**src/yxcw_pkg.sv**
```systemverilog
`default_nettype none
package yxcw_pkg;

  // configuration register indexes
  localparam logic [2:0] REG_FORMAT_MODE    = 3'd0;
  localparam logic [2:0] REG_SOURCE_WIDTH   = 3'd1;
  localparam logic [2:0] REG_SOURCE_HEIGHT  = 3'd2;
  localparam logic [2:0] REG_DISPLAY_WIDTH  = 3'd3;
  localparam logic [2:0] REG_DISPLAY_HEIGHT = 3'd4;
  localparam logic [2:0] REG_DISPLAY_PITCH  = 3'd5;

  // register reset values
  localparam logic        RST_FORMAT_MODE    = 1'b0;
  localparam logic [12:0] RST_SOURCE_WIDTH   = 13'd1920;
  localparam logic [12:0] RST_SOURCE_HEIGHT  = 13'd1080;
  localparam logic [12:0] RST_DISPLAY_WIDTH  = 13'd1920;
  localparam logic [12:0] RST_DISPLAY_HEIGHT = 13'd1080;
  localparam logic [14:0] RST_DISPLAY_PITCH  = 15'd7680;

  // format codes
  localparam logic FMT_YUV = 1'b0;
  localparam logic FMT_RGB = 1'b1;

  localparam int unsigned ADDR_W = 26;
  localparam int unsigned POS_W  = 12;
  localparam int unsigned DIM_W  = 13;
  localparam int unsigned PITCH_W = 15;
  localparam logic [DIM_W-1:0] MAX_DIM = 13'd4096;

  // bt.601 integer coefficients
  localparam logic signed [19:0] K_Y     = 20'sd298;
  localparam logic signed [19:0] K_RV    = 20'sd409;
  localparam logic signed [19:0] K_GU    = 20'sd100;
  localparam logic signed [19:0] K_GV    = 20'sd208;
  localparam logic signed [19:0] K_BU    = 20'sd516;
  localparam logic signed [19:0] K_RND   = 20'sd128;
  localparam logic signed [9:0]  Y_OFS   = 10'sd16;
  localparam logic signed [9:0]  C_OFS   = 10'sd128;
  localparam logic [7:0]         ALPHA   = 8'hFF;

  // position lookup result for one beat
  typedef struct packed {
    logic              keep;
    logic              last;
    logic [ADDR_W-1:0] addr;
  } pos_t;

  // zero counts as one, above the max counts as the max
  function automatic logic [DIM_W-1:0] eff_dim(input logic [DIM_W-1:0] v);
    logic [DIM_W-1:0] r;
    if (v == '0) begin
      r = 13'd1;
    end else if (v > MAX_DIM) begin
      r = MAX_DIM;
    end else begin
      r = v;
    end
    return r;
  endfunction

  // floor shift by 8 and clamp to a byte
  function automatic logic [7:0] clamp8(input logic signed [19:0] acc);
    logic [7:0] r;
    if (acc[19]) begin
      r = 8'd0;
    end else if (|acc[18:16]) begin
      r = 8'd255;
    end else begin
      r = acc[15:8];
    end
    return r;
  endfunction

endpackage
`default_nettype wire

```
**src/yxcw_pos.sv**
```systemverilog
`default_nettype none
module yxcw_pos import yxcw_pkg::*; (
  input  wire logic               clk_i,
  input  wire logic               rst_ni,
  input  wire logic               accept_i,
  input  wire logic               start_of_frame_i,
  input  wire logic [DIM_W-1:0]   source_width_i,
  input  wire logic [DIM_W-1:0]   source_height_i,
  input  wire logic [DIM_W-1:0]   display_width_i,
  input  wire logic [DIM_W-1:0]   display_height_i,
  input  wire logic [PITCH_W-1:0] display_pitch_i,
  output pos_t                    pos_o
);

  logic [POS_W-1:0]  column_q, column_d;
  logic [POS_W-1:0]  row_q, row_d;
  logic [ADDR_W-1:0] row_base_q, row_base_d;

  logic [DIM_W-1:0]  sw, sh, dw, dh, vw, vh;
  logic [POS_W-1:0]  col_cur, row_cur;
  logic [ADDR_W-1:0] base_cur;
  logic [DIM_W-1:0]  col_inc, row_inc;

  // effective and visible sizes
  always_comb begin
    sw = eff_dim(source_width_i);
    sh = eff_dim(source_height_i);
    dw = eff_dim(display_width_i);
    dh = eff_dim(display_height_i);
    vw = (sw < dw) ? sw : dw;
    vh = (sh < dh) ? sh : dh;
  end

  // position of this beat, start of frame forces the origin
  always_comb begin
    col_cur  = start_of_frame_i ? '0 : column_q;
    row_cur  = start_of_frame_i ? '0 : row_q;
    base_cur = start_of_frame_i ? '0 : row_base_q;
    col_inc  = {1'b0, col_cur} + 13'd1;
    row_inc  = {1'b0, row_cur} + 13'd1;
  end

  // crop test, last flag and address
  always_comb begin
    pos_o.keep = ({1'b0, col_cur} < vw) && ({1'b0, row_cur} < vh);
    pos_o.last = (col_inc == vw) && (row_inc == vh);
    pos_o.addr = base_cur + {{(ADDR_W-POS_W-2){1'b0}}, col_cur, 2'b00};
  end

  // raster advance
  always_comb begin
    column_d   = column_q;
    row_d      = row_q;
    row_base_d = row_base_q;
    if (accept_i) begin
      if (col_inc >= sw) begin
        column_d = '0;
        if (row_inc >= sh) begin
          row_d      = '0;
          row_base_d = '0;
        end else begin
          row_d      = row_inc[POS_W-1:0];
          row_base_d = base_cur + {{(ADDR_W-PITCH_W){1'b0}}, display_pitch_i};
        end
      end else begin
        column_d   = col_inc[POS_W-1:0];
        row_d      = row_cur;
        row_base_d = base_cur;
      end
    end
  end

  always_ff @(posedge clk_i or negedge rst_ni) begin
    if (!rst_ni) begin
      column_q   <= '0;
      row_q      <= '0;
      row_base_q <= '0;
    end else begin
      column_q   <= column_d;
      row_q      <= row_d;
      row_base_q <= row_base_d;
    end
  end

endmodule
`default_nettype wire

```
**src/yxcw_csc.sv**
```systemverilog
`default_nettype none
module yxcw_csc import yxcw_pkg::*; (
  input  wire logic        format_mode_i,
  input  wire logic [7:0]  first_i,
  input  wire logic [7:0]  second_i,
  input  wire logic [7:0]  third_i,
  output logic      [31:0] word_o
);

  logic signed [9:0]  c_s, d_s, e_s;
  logic signed [19:0] c_w, d_w, e_w;
  logic signed [19:0] r_acc, g_acc, b_acc;
  logic        [7:0]  r, g, b;

  // centered samples
  always_comb begin
    c_s = $signed({2'b00, first_i}) - Y_OFS;
    d_s = $signed({2'b00, second_i}) - C_OFS;
    e_s = $signed({2'b00, third_i}) - C_OFS;
    c_w = 20'(c_s);
    d_w = 20'(d_s);
    e_w = 20'(e_s);
  end

  // constant coefficient products and clamp
  always_comb begin
    r_acc = K_Y * c_w + K_RV * e_w + K_RND;
    g_acc = K_Y * c_w - K_GU * d_w - K_GV * e_w + K_RND;
    b_acc = K_Y * c_w + K_BU * d_w + K_RND;
    r = clamp8(r_acc);
    g = clamp8(g_acc);
    b = clamp8(b_acc);
  end

  // pack xrgb, pass-through keeps byte order third/second/first
  always_comb begin
    if (format_mode_i == FMT_RGB) begin
      word_o = {ALPHA, third_i, second_i, first_i};
    end else begin
      word_o = {ALPHA, r, g, b};
    end
  end

endmodule
`default_nettype wire

```
**src/yuv_to_xrgb_crop_writer.sv**
```systemverilog
// an input beat passes the input register, then the result register, as a result beat
// throughput: one pixel per cycle when not stalled; cropped pixels are dropped, no beat
// a result stall reaches the input stall combinationally through both registers
// reset: asynchronous active low, clears position counters, valids and config to defaults
`default_nettype none
module yuv_to_xrgb_crop_writer import yxcw_pkg::*; (
  input  wire logic        clk_i,
  input  wire logic        rst_ni,
  // pixel input
  input  wire logic        in_valid_i,
  output logic             in_stall_o,
  input  wire logic        start_of_frame_i,
  input  wire logic [7:0]  first_sample_i,
  input  wire logic [7:0]  second_sample_i,
  input  wire logic [7:0]  third_sample_i,
  // result output
  output logic             out_valid_o,
  input  wire logic        out_stall_i,
  output logic [25:0]      byte_address_o,
  output logic [31:0]      pixel_word_o,
  output logic             last_visible_o,
  // configuration writes
  input  wire logic        cfg_valid_i,
  output logic             cfg_ready_o,
  input  wire logic [2:0]  cfg_index_i,
  input  wire logic [14:0] cfg_data_i
);

  logic               format_mode_q;
  logic [DIM_W-1:0]   source_width_q, source_height_q;
  logic [DIM_W-1:0]   display_width_q, display_height_q;
  logic [PITCH_W-1:0] display_pitch_q;

  logic               in_accept;
  pos_t               pos;

  logic               s1_valid_q;
  logic [7:0]         s1_first_q, s1_second_q, s1_third_q;
  logic [ADDR_W-1:0]  s1_addr_q;
  logic               s1_last_q;

  logic               out_valid_q;
  logic [ADDR_W-1:0]  out_addr_q;
  logic [31:0]        out_word_q;
  logic               out_last_q;

  logic               out_free, s1_free;
  logic [31:0]        word;

  // configuration registers
  assign cfg_ready_o = 1'b1;

  always_ff @(posedge clk_i or negedge rst_ni) begin
    if (!rst_ni) begin
      format_mode_q    <= RST_FORMAT_MODE;
      source_width_q   <= RST_SOURCE_WIDTH;
      source_height_q  <= RST_SOURCE_HEIGHT;
      display_width_q  <= RST_DISPLAY_WIDTH;
      display_height_q <= RST_DISPLAY_HEIGHT;
      display_pitch_q  <= RST_DISPLAY_PITCH;
    end else if (cfg_valid_i) begin
      case (cfg_index_i)
        REG_FORMAT_MODE:    format_mode_q    <= cfg_data_i[0];
        REG_SOURCE_WIDTH:   source_width_q   <= cfg_data_i[DIM_W-1:0];
        REG_SOURCE_HEIGHT:  source_height_q  <= cfg_data_i[DIM_W-1:0];
        REG_DISPLAY_WIDTH:  display_width_q  <= cfg_data_i[DIM_W-1:0];
        REG_DISPLAY_HEIGHT: display_height_q <= cfg_data_i[DIM_W-1:0];
        REG_DISPLAY_PITCH:  display_pitch_q  <= cfg_data_i;
        default: ;
      endcase
    end
  end

  // handshake: each stage moves when the next one is free
  assign out_free   = !out_valid_q || !out_stall_i;
  assign s1_free    = !s1_valid_q || out_free;
  assign in_stall_o = !s1_free;
  assign in_accept  = in_valid_i && s1_free;

  // raster position and crop
  yxcw_pos u_pos (
    .clk_i            (clk_i),
    .rst_ni           (rst_ni),
    .accept_i         (in_accept),
    .start_of_frame_i (start_of_frame_i),
    .source_width_i   (source_width_q),
    .source_height_i  (source_height_q),
    .display_width_i  (display_width_q),
    .display_height_i (display_height_q),
    .display_pitch_i  (display_pitch_q),
    .pos_o            (pos)
  );

  // input register, only kept pixels occupy it
  always_ff @(posedge clk_i or negedge rst_ni) begin
    if (!rst_ni) begin
      s1_valid_q <= 1'b0;
    end else if (s1_free) begin
      s1_valid_q <= in_accept && pos.keep;
    end
  end

  always_ff @(posedge clk_i) begin
    if (in_accept) begin
      s1_first_q  <= first_sample_i;
      s1_second_q <= second_sample_i;
      s1_third_q  <= third_sample_i;
      s1_addr_q   <= pos.addr;
      s1_last_q   <= pos.last;
    end
  end

  // color conversion
  yxcw_csc u_csc (
    .format_mode_i (format_mode_q),
    .first_i       (s1_first_q),
    .second_i      (s1_second_q),
    .third_i       (s1_third_q),
    .word_o        (word)
  );

  // result register
  always_ff @(posedge clk_i or negedge rst_ni) begin
    if (!rst_ni) begin
      out_valid_q <= 1'b0;
    end else if (out_free) begin
      out_valid_q <= s1_valid_q;
    end
  end

  always_ff @(posedge clk_i) begin
    if (out_free && s1_valid_q) begin
      out_addr_q <= s1_addr_q;
      out_word_q <= word;
      out_last_q <= s1_last_q;
    end
  end

  assign out_valid_o    = out_valid_q;
  assign byte_address_o = out_addr_q;
  assign pixel_word_o   = out_word_q;
  assign last_visible_o = out_last_q;

endmodule
`default_nettype wire
```
**config.mk**
```make
export PLATFORM = sky130hd
export DESIGN_NAME = yuv_to_xrgb_crop_writer
export DESIGN_NICKNAME = d
export VERILOG_FILES = /design/src/yxcw_pkg.sv /design/src/yxcw_pos.sv /design/src/yxcw_csc.sv /design/src/yuv_to_xrgb_crop_writer.sv
export SDC_FILE = /design/constraint.sdc
export NUM_CORES = 1
export LEC_CHECK = 0
export ABC_AREA = 1
export BUFFER_PORTS_ARGS = -buffer_cell sky130_fd_sc_hd__buf_2
export CAP_MARGIN = 0
export CORE_ASPECT_RATIO = 0.5
export CORE_MARGIN = 8
export CORE_UTILIZATION = 36
export DETAILED_ROUTE_END_ITERATION = 8
export PLACE_DENSITY_LB_ADDON = 0.1
export SLEW_MARGIN = 5
export SYNTH_ARGS = -nofsm -noshare
export SYNTH_HDL_FRONTEND = slang
export SYNTH_HIERARCHICAL = 1
export SYNTH_SLANG_ARGS = --single-unit
```
**constraint.sdc**
```tcl
create_clock -name clk_i -period 8.2 [get_ports clk_i]
set_input_delay 0.41 -clock clk_i [delete_from_list [all_inputs] [get_ports clk_i]]
set_output_delay 0.41 -clock clk_i [all_outputs]
set_load 0.01 [all_outputs]
```
==> impl_metrics.toml <==
[sta]
hold_viol = 0
finalSetupViolCount = 0
slew-limit-headroom_pct = 34.0
fmax_ghz = 0.137
tns_ps = 0
rsz0062_at_grt = "false"
fin_skew_ps = 16.2
post-route-period-util_pct = 89.0
layout_setup_ws_ps = 902
drv_slew = 0
tightest_slew_ps = 991
period_minus_slack_ps = 7300

[floorplan]
initial_utilization_pct = 36.2
core_um2 = 62600
chipHeight_um = 193
rows = 65
dieArea_um2 = 71700
ios = 110
fp.dieW_um = 371

[clock_tree]
cts_buffer_depth = 3
cts_tree = "built"
ctsRootBufferMaster = "clkbuf_16"
cts-buffers-inserted = 25
h-tree-depth = 1
path_clk_slew_ps = 60
cts_setup_buffers = 0
cts_sinks = 230
clock_latency_ps = 580

[detailed_routing]
ant_nets = 0
num_vias = 18900
post_drt_via_cell_ratio = 4.83
firstDrtPassIters = 5
wl_per_cell_um = 15.9
drc = 0
first_iter_violations = 946
routed_wl_mm = 62.3

[hold_path]
min_path_cells = 3
holdCritPathClass = "input port to register"

[global_route]
track_usage_pct = 17.1
grt_overflow = 0
use_met2_pct = 28.7
top_usage_layer = "met2"
grt_max_degree = 71
grt_pass1_wl_mm = 100
globalRouteMet1Util_pct = 23.9
grt_pass1_vias = 18600
grt_util_met3_pct = 2.04
grt_antenna_before_repair = 0

[worst_setup_path]
arrival_ps = 7630
crit_cells = 30
worst-path-max-fanout = 8
r2r_cells = 30
critPathBufInv = 6
slowest_stage = "fa_1"
path_delay_family = "adder cells"
max_stage_delay_ps = 490
end_kind = "register"
required_ps = 8530
reg2reg_slack_ps = 900
path_common_cell = "ha_1"
crit_path_start_kind = "register"
crit_type = "register to register"

[synthesis]
ys_ff_latch = 230
synth-seq-area-share_pct = 27.9
netlist.area_leader.share_pct = 18.8
synthTopCellsByArea = "ha_1 (19%), edfxtp_1 (15%), nand2_1 (12%)"
syn_avg_cell_area_um2 = 7.68
synth_top_area_cell = "ha_1"
synthesis.instances = 2949
ys_types = 59
syn_area_um2 = 22700
yosysWarnings = 6

[layout]
syn2layout_area_growth_pct = 11.2
multi_input_area_um2 = 14000
regArea_um2 = 6330
diodes = 0
drive_above_1_share_pct = 9.14
nets = 3523
nFillCells = 6600

[job]
drv_cap = 0

[placement]
dpl_worst_slack_ps = 856
finalWeightedCongestion = 0.878
dp_hpwl_mm = 50.5
portBuffers = 108

[outcome]
outcome = "finished clean"
==> flip-flops by register name, indices dropped and copies added, names as in the netlist, 8 cells and up <==
register and count:
pixel_word_o 32, byte_address_o 26, s1_addr_q 26, u_pos/row_base_q 26
display_pitch_q 15, display_height_q 13, display_width_q 13, source_height_q 13
source_width_q 13, u_pos/column_q 12, u_pos/row_q 12, s1_first_q 8
s1_second_q 8, s1_third_q 8
==> synthesized netlist by cell type (all sizes together) <==
cell type / number
nand2: 792
inv: 522
ha: 340
nor2: 213
nand3: 180
a21oi: 149
edfxtp: 110
o21ai: 103
dfrtp: 100
nand4: 72
fa: 69
xor2: 55
buf: 38
xnor2: 34
nor3: 22
clkbuf: 21
dfstp: 20
nand3b: 15
a22oi: 10
o22ai: 10
a221oi: 9
o21bai: 9
a211oi: 6
clkinv: 6
and2: 5
o211ai: 5
or2: 5
a21o: 4
a31oi: 4
nor4: 4
o221ai: 3
a21boi: 2
conb: 2
o21a: 2
o31ai: 2
a2bb2oi: 1
a31o: 1
a41oi: 1
and3: 1
o2111ai: 1
o211a: 1
==> metrics by stage <==
step / hold WS (ps) / std cells / instance area [um2] / util (%)
3_5_place_dp: 405 / 3851 / 24000 / 38.3
6_report: 62.0 / 3922 / 25200 / 40.2
3_3_place_gp: 404 / 3851 / 24000 / 38.3
5_1_grt: 52.1 / 3922 / 25200 / 40.2
4_1_cts: 25.6 / 3922 / 25200 / 40.2
2_1_floorplan: 114 / 2956 / 22700 / -
==> logic make-up (layout without fill, tap and decap cells) <==
group | after synthesis | count (layout) | synth area share (%)
other cells | 2 | 9 | 0.0332
buf+inv | 587 | 716 | 10.3
simple gates | 1309 | 1309 | 25.3
xor+xnor | 89 | 89 | 3.44
compound gates | 323 | 323 | 8.09
fa+ha+maj | 409 | 409 | 24.9
flops | 230 | 230 | 27.9
==> metal layers <==
metal,routed length [um],share of wire [%]
met1,30700,49
met2,28500,46
met3,2070,3.3
met4,1060,1.7
met5,0,0
==> layout by cell type, fill, tap and decap left out, types with 72 or more instances in the layout <==
master    count
a21oi_1     145
buf_2       107
dfrtp_1     100
edfxtp_1    110
ha_1        340
inv_1       505
nand2_1     753
nand3_1     174
nand4_1      72
nor2_1      192
o21ai_0      78
==> tightest hold or removal path: stages <==
cell and delay (ps):
buf_2 70, nand2_1 60, nand2_1 50
==> worst paths after layout <==
check                                             start                                to
worst max-delay path            s1_first_q[4]$_DFFE_PP_        pixel_word_o[18]$_DFFE_PP_
worst min-delay path                        out_stall_i           out_valid_o$_DFFE_PN0P_
worst max register to register  s1_first_q[4]$_DFFE_PP_        pixel_word_o[18]$_DFFE_PP_
worst min register to register  s1_addr_q[25]$_DFFE_PP_      byte_address_o[25]$_DFFE_PP_
max in group asynchronous                        rst_ni  u_pos/row_base_q[24]$_DFFE_PN0P_
min in group asynchronous                        rst_ni    display_width_q[1]$_DFFE_PN0P_
==> repair_timing <==
item,4_1_cts,5_1_grt
endpoints found under the hold margin,65,0
hold buffers,25,0
resized for setup,0,0
==> cell type report <==
cell class | count | area share [%]
clock buffers | 32 | 2.90
clock inverters | 14 | 0.834
flip-flops and latches | 230 | 25.1
well taps | 837 | 4.16
repair buffers | 142 | 3.42
multi-input cells | 2139 | 55.7
inverters | 528 | 7.87
Power is left out: the tool's default activity adds up to more than one toggle a clock period on the data nets, which glitch-free logic cannot reach.
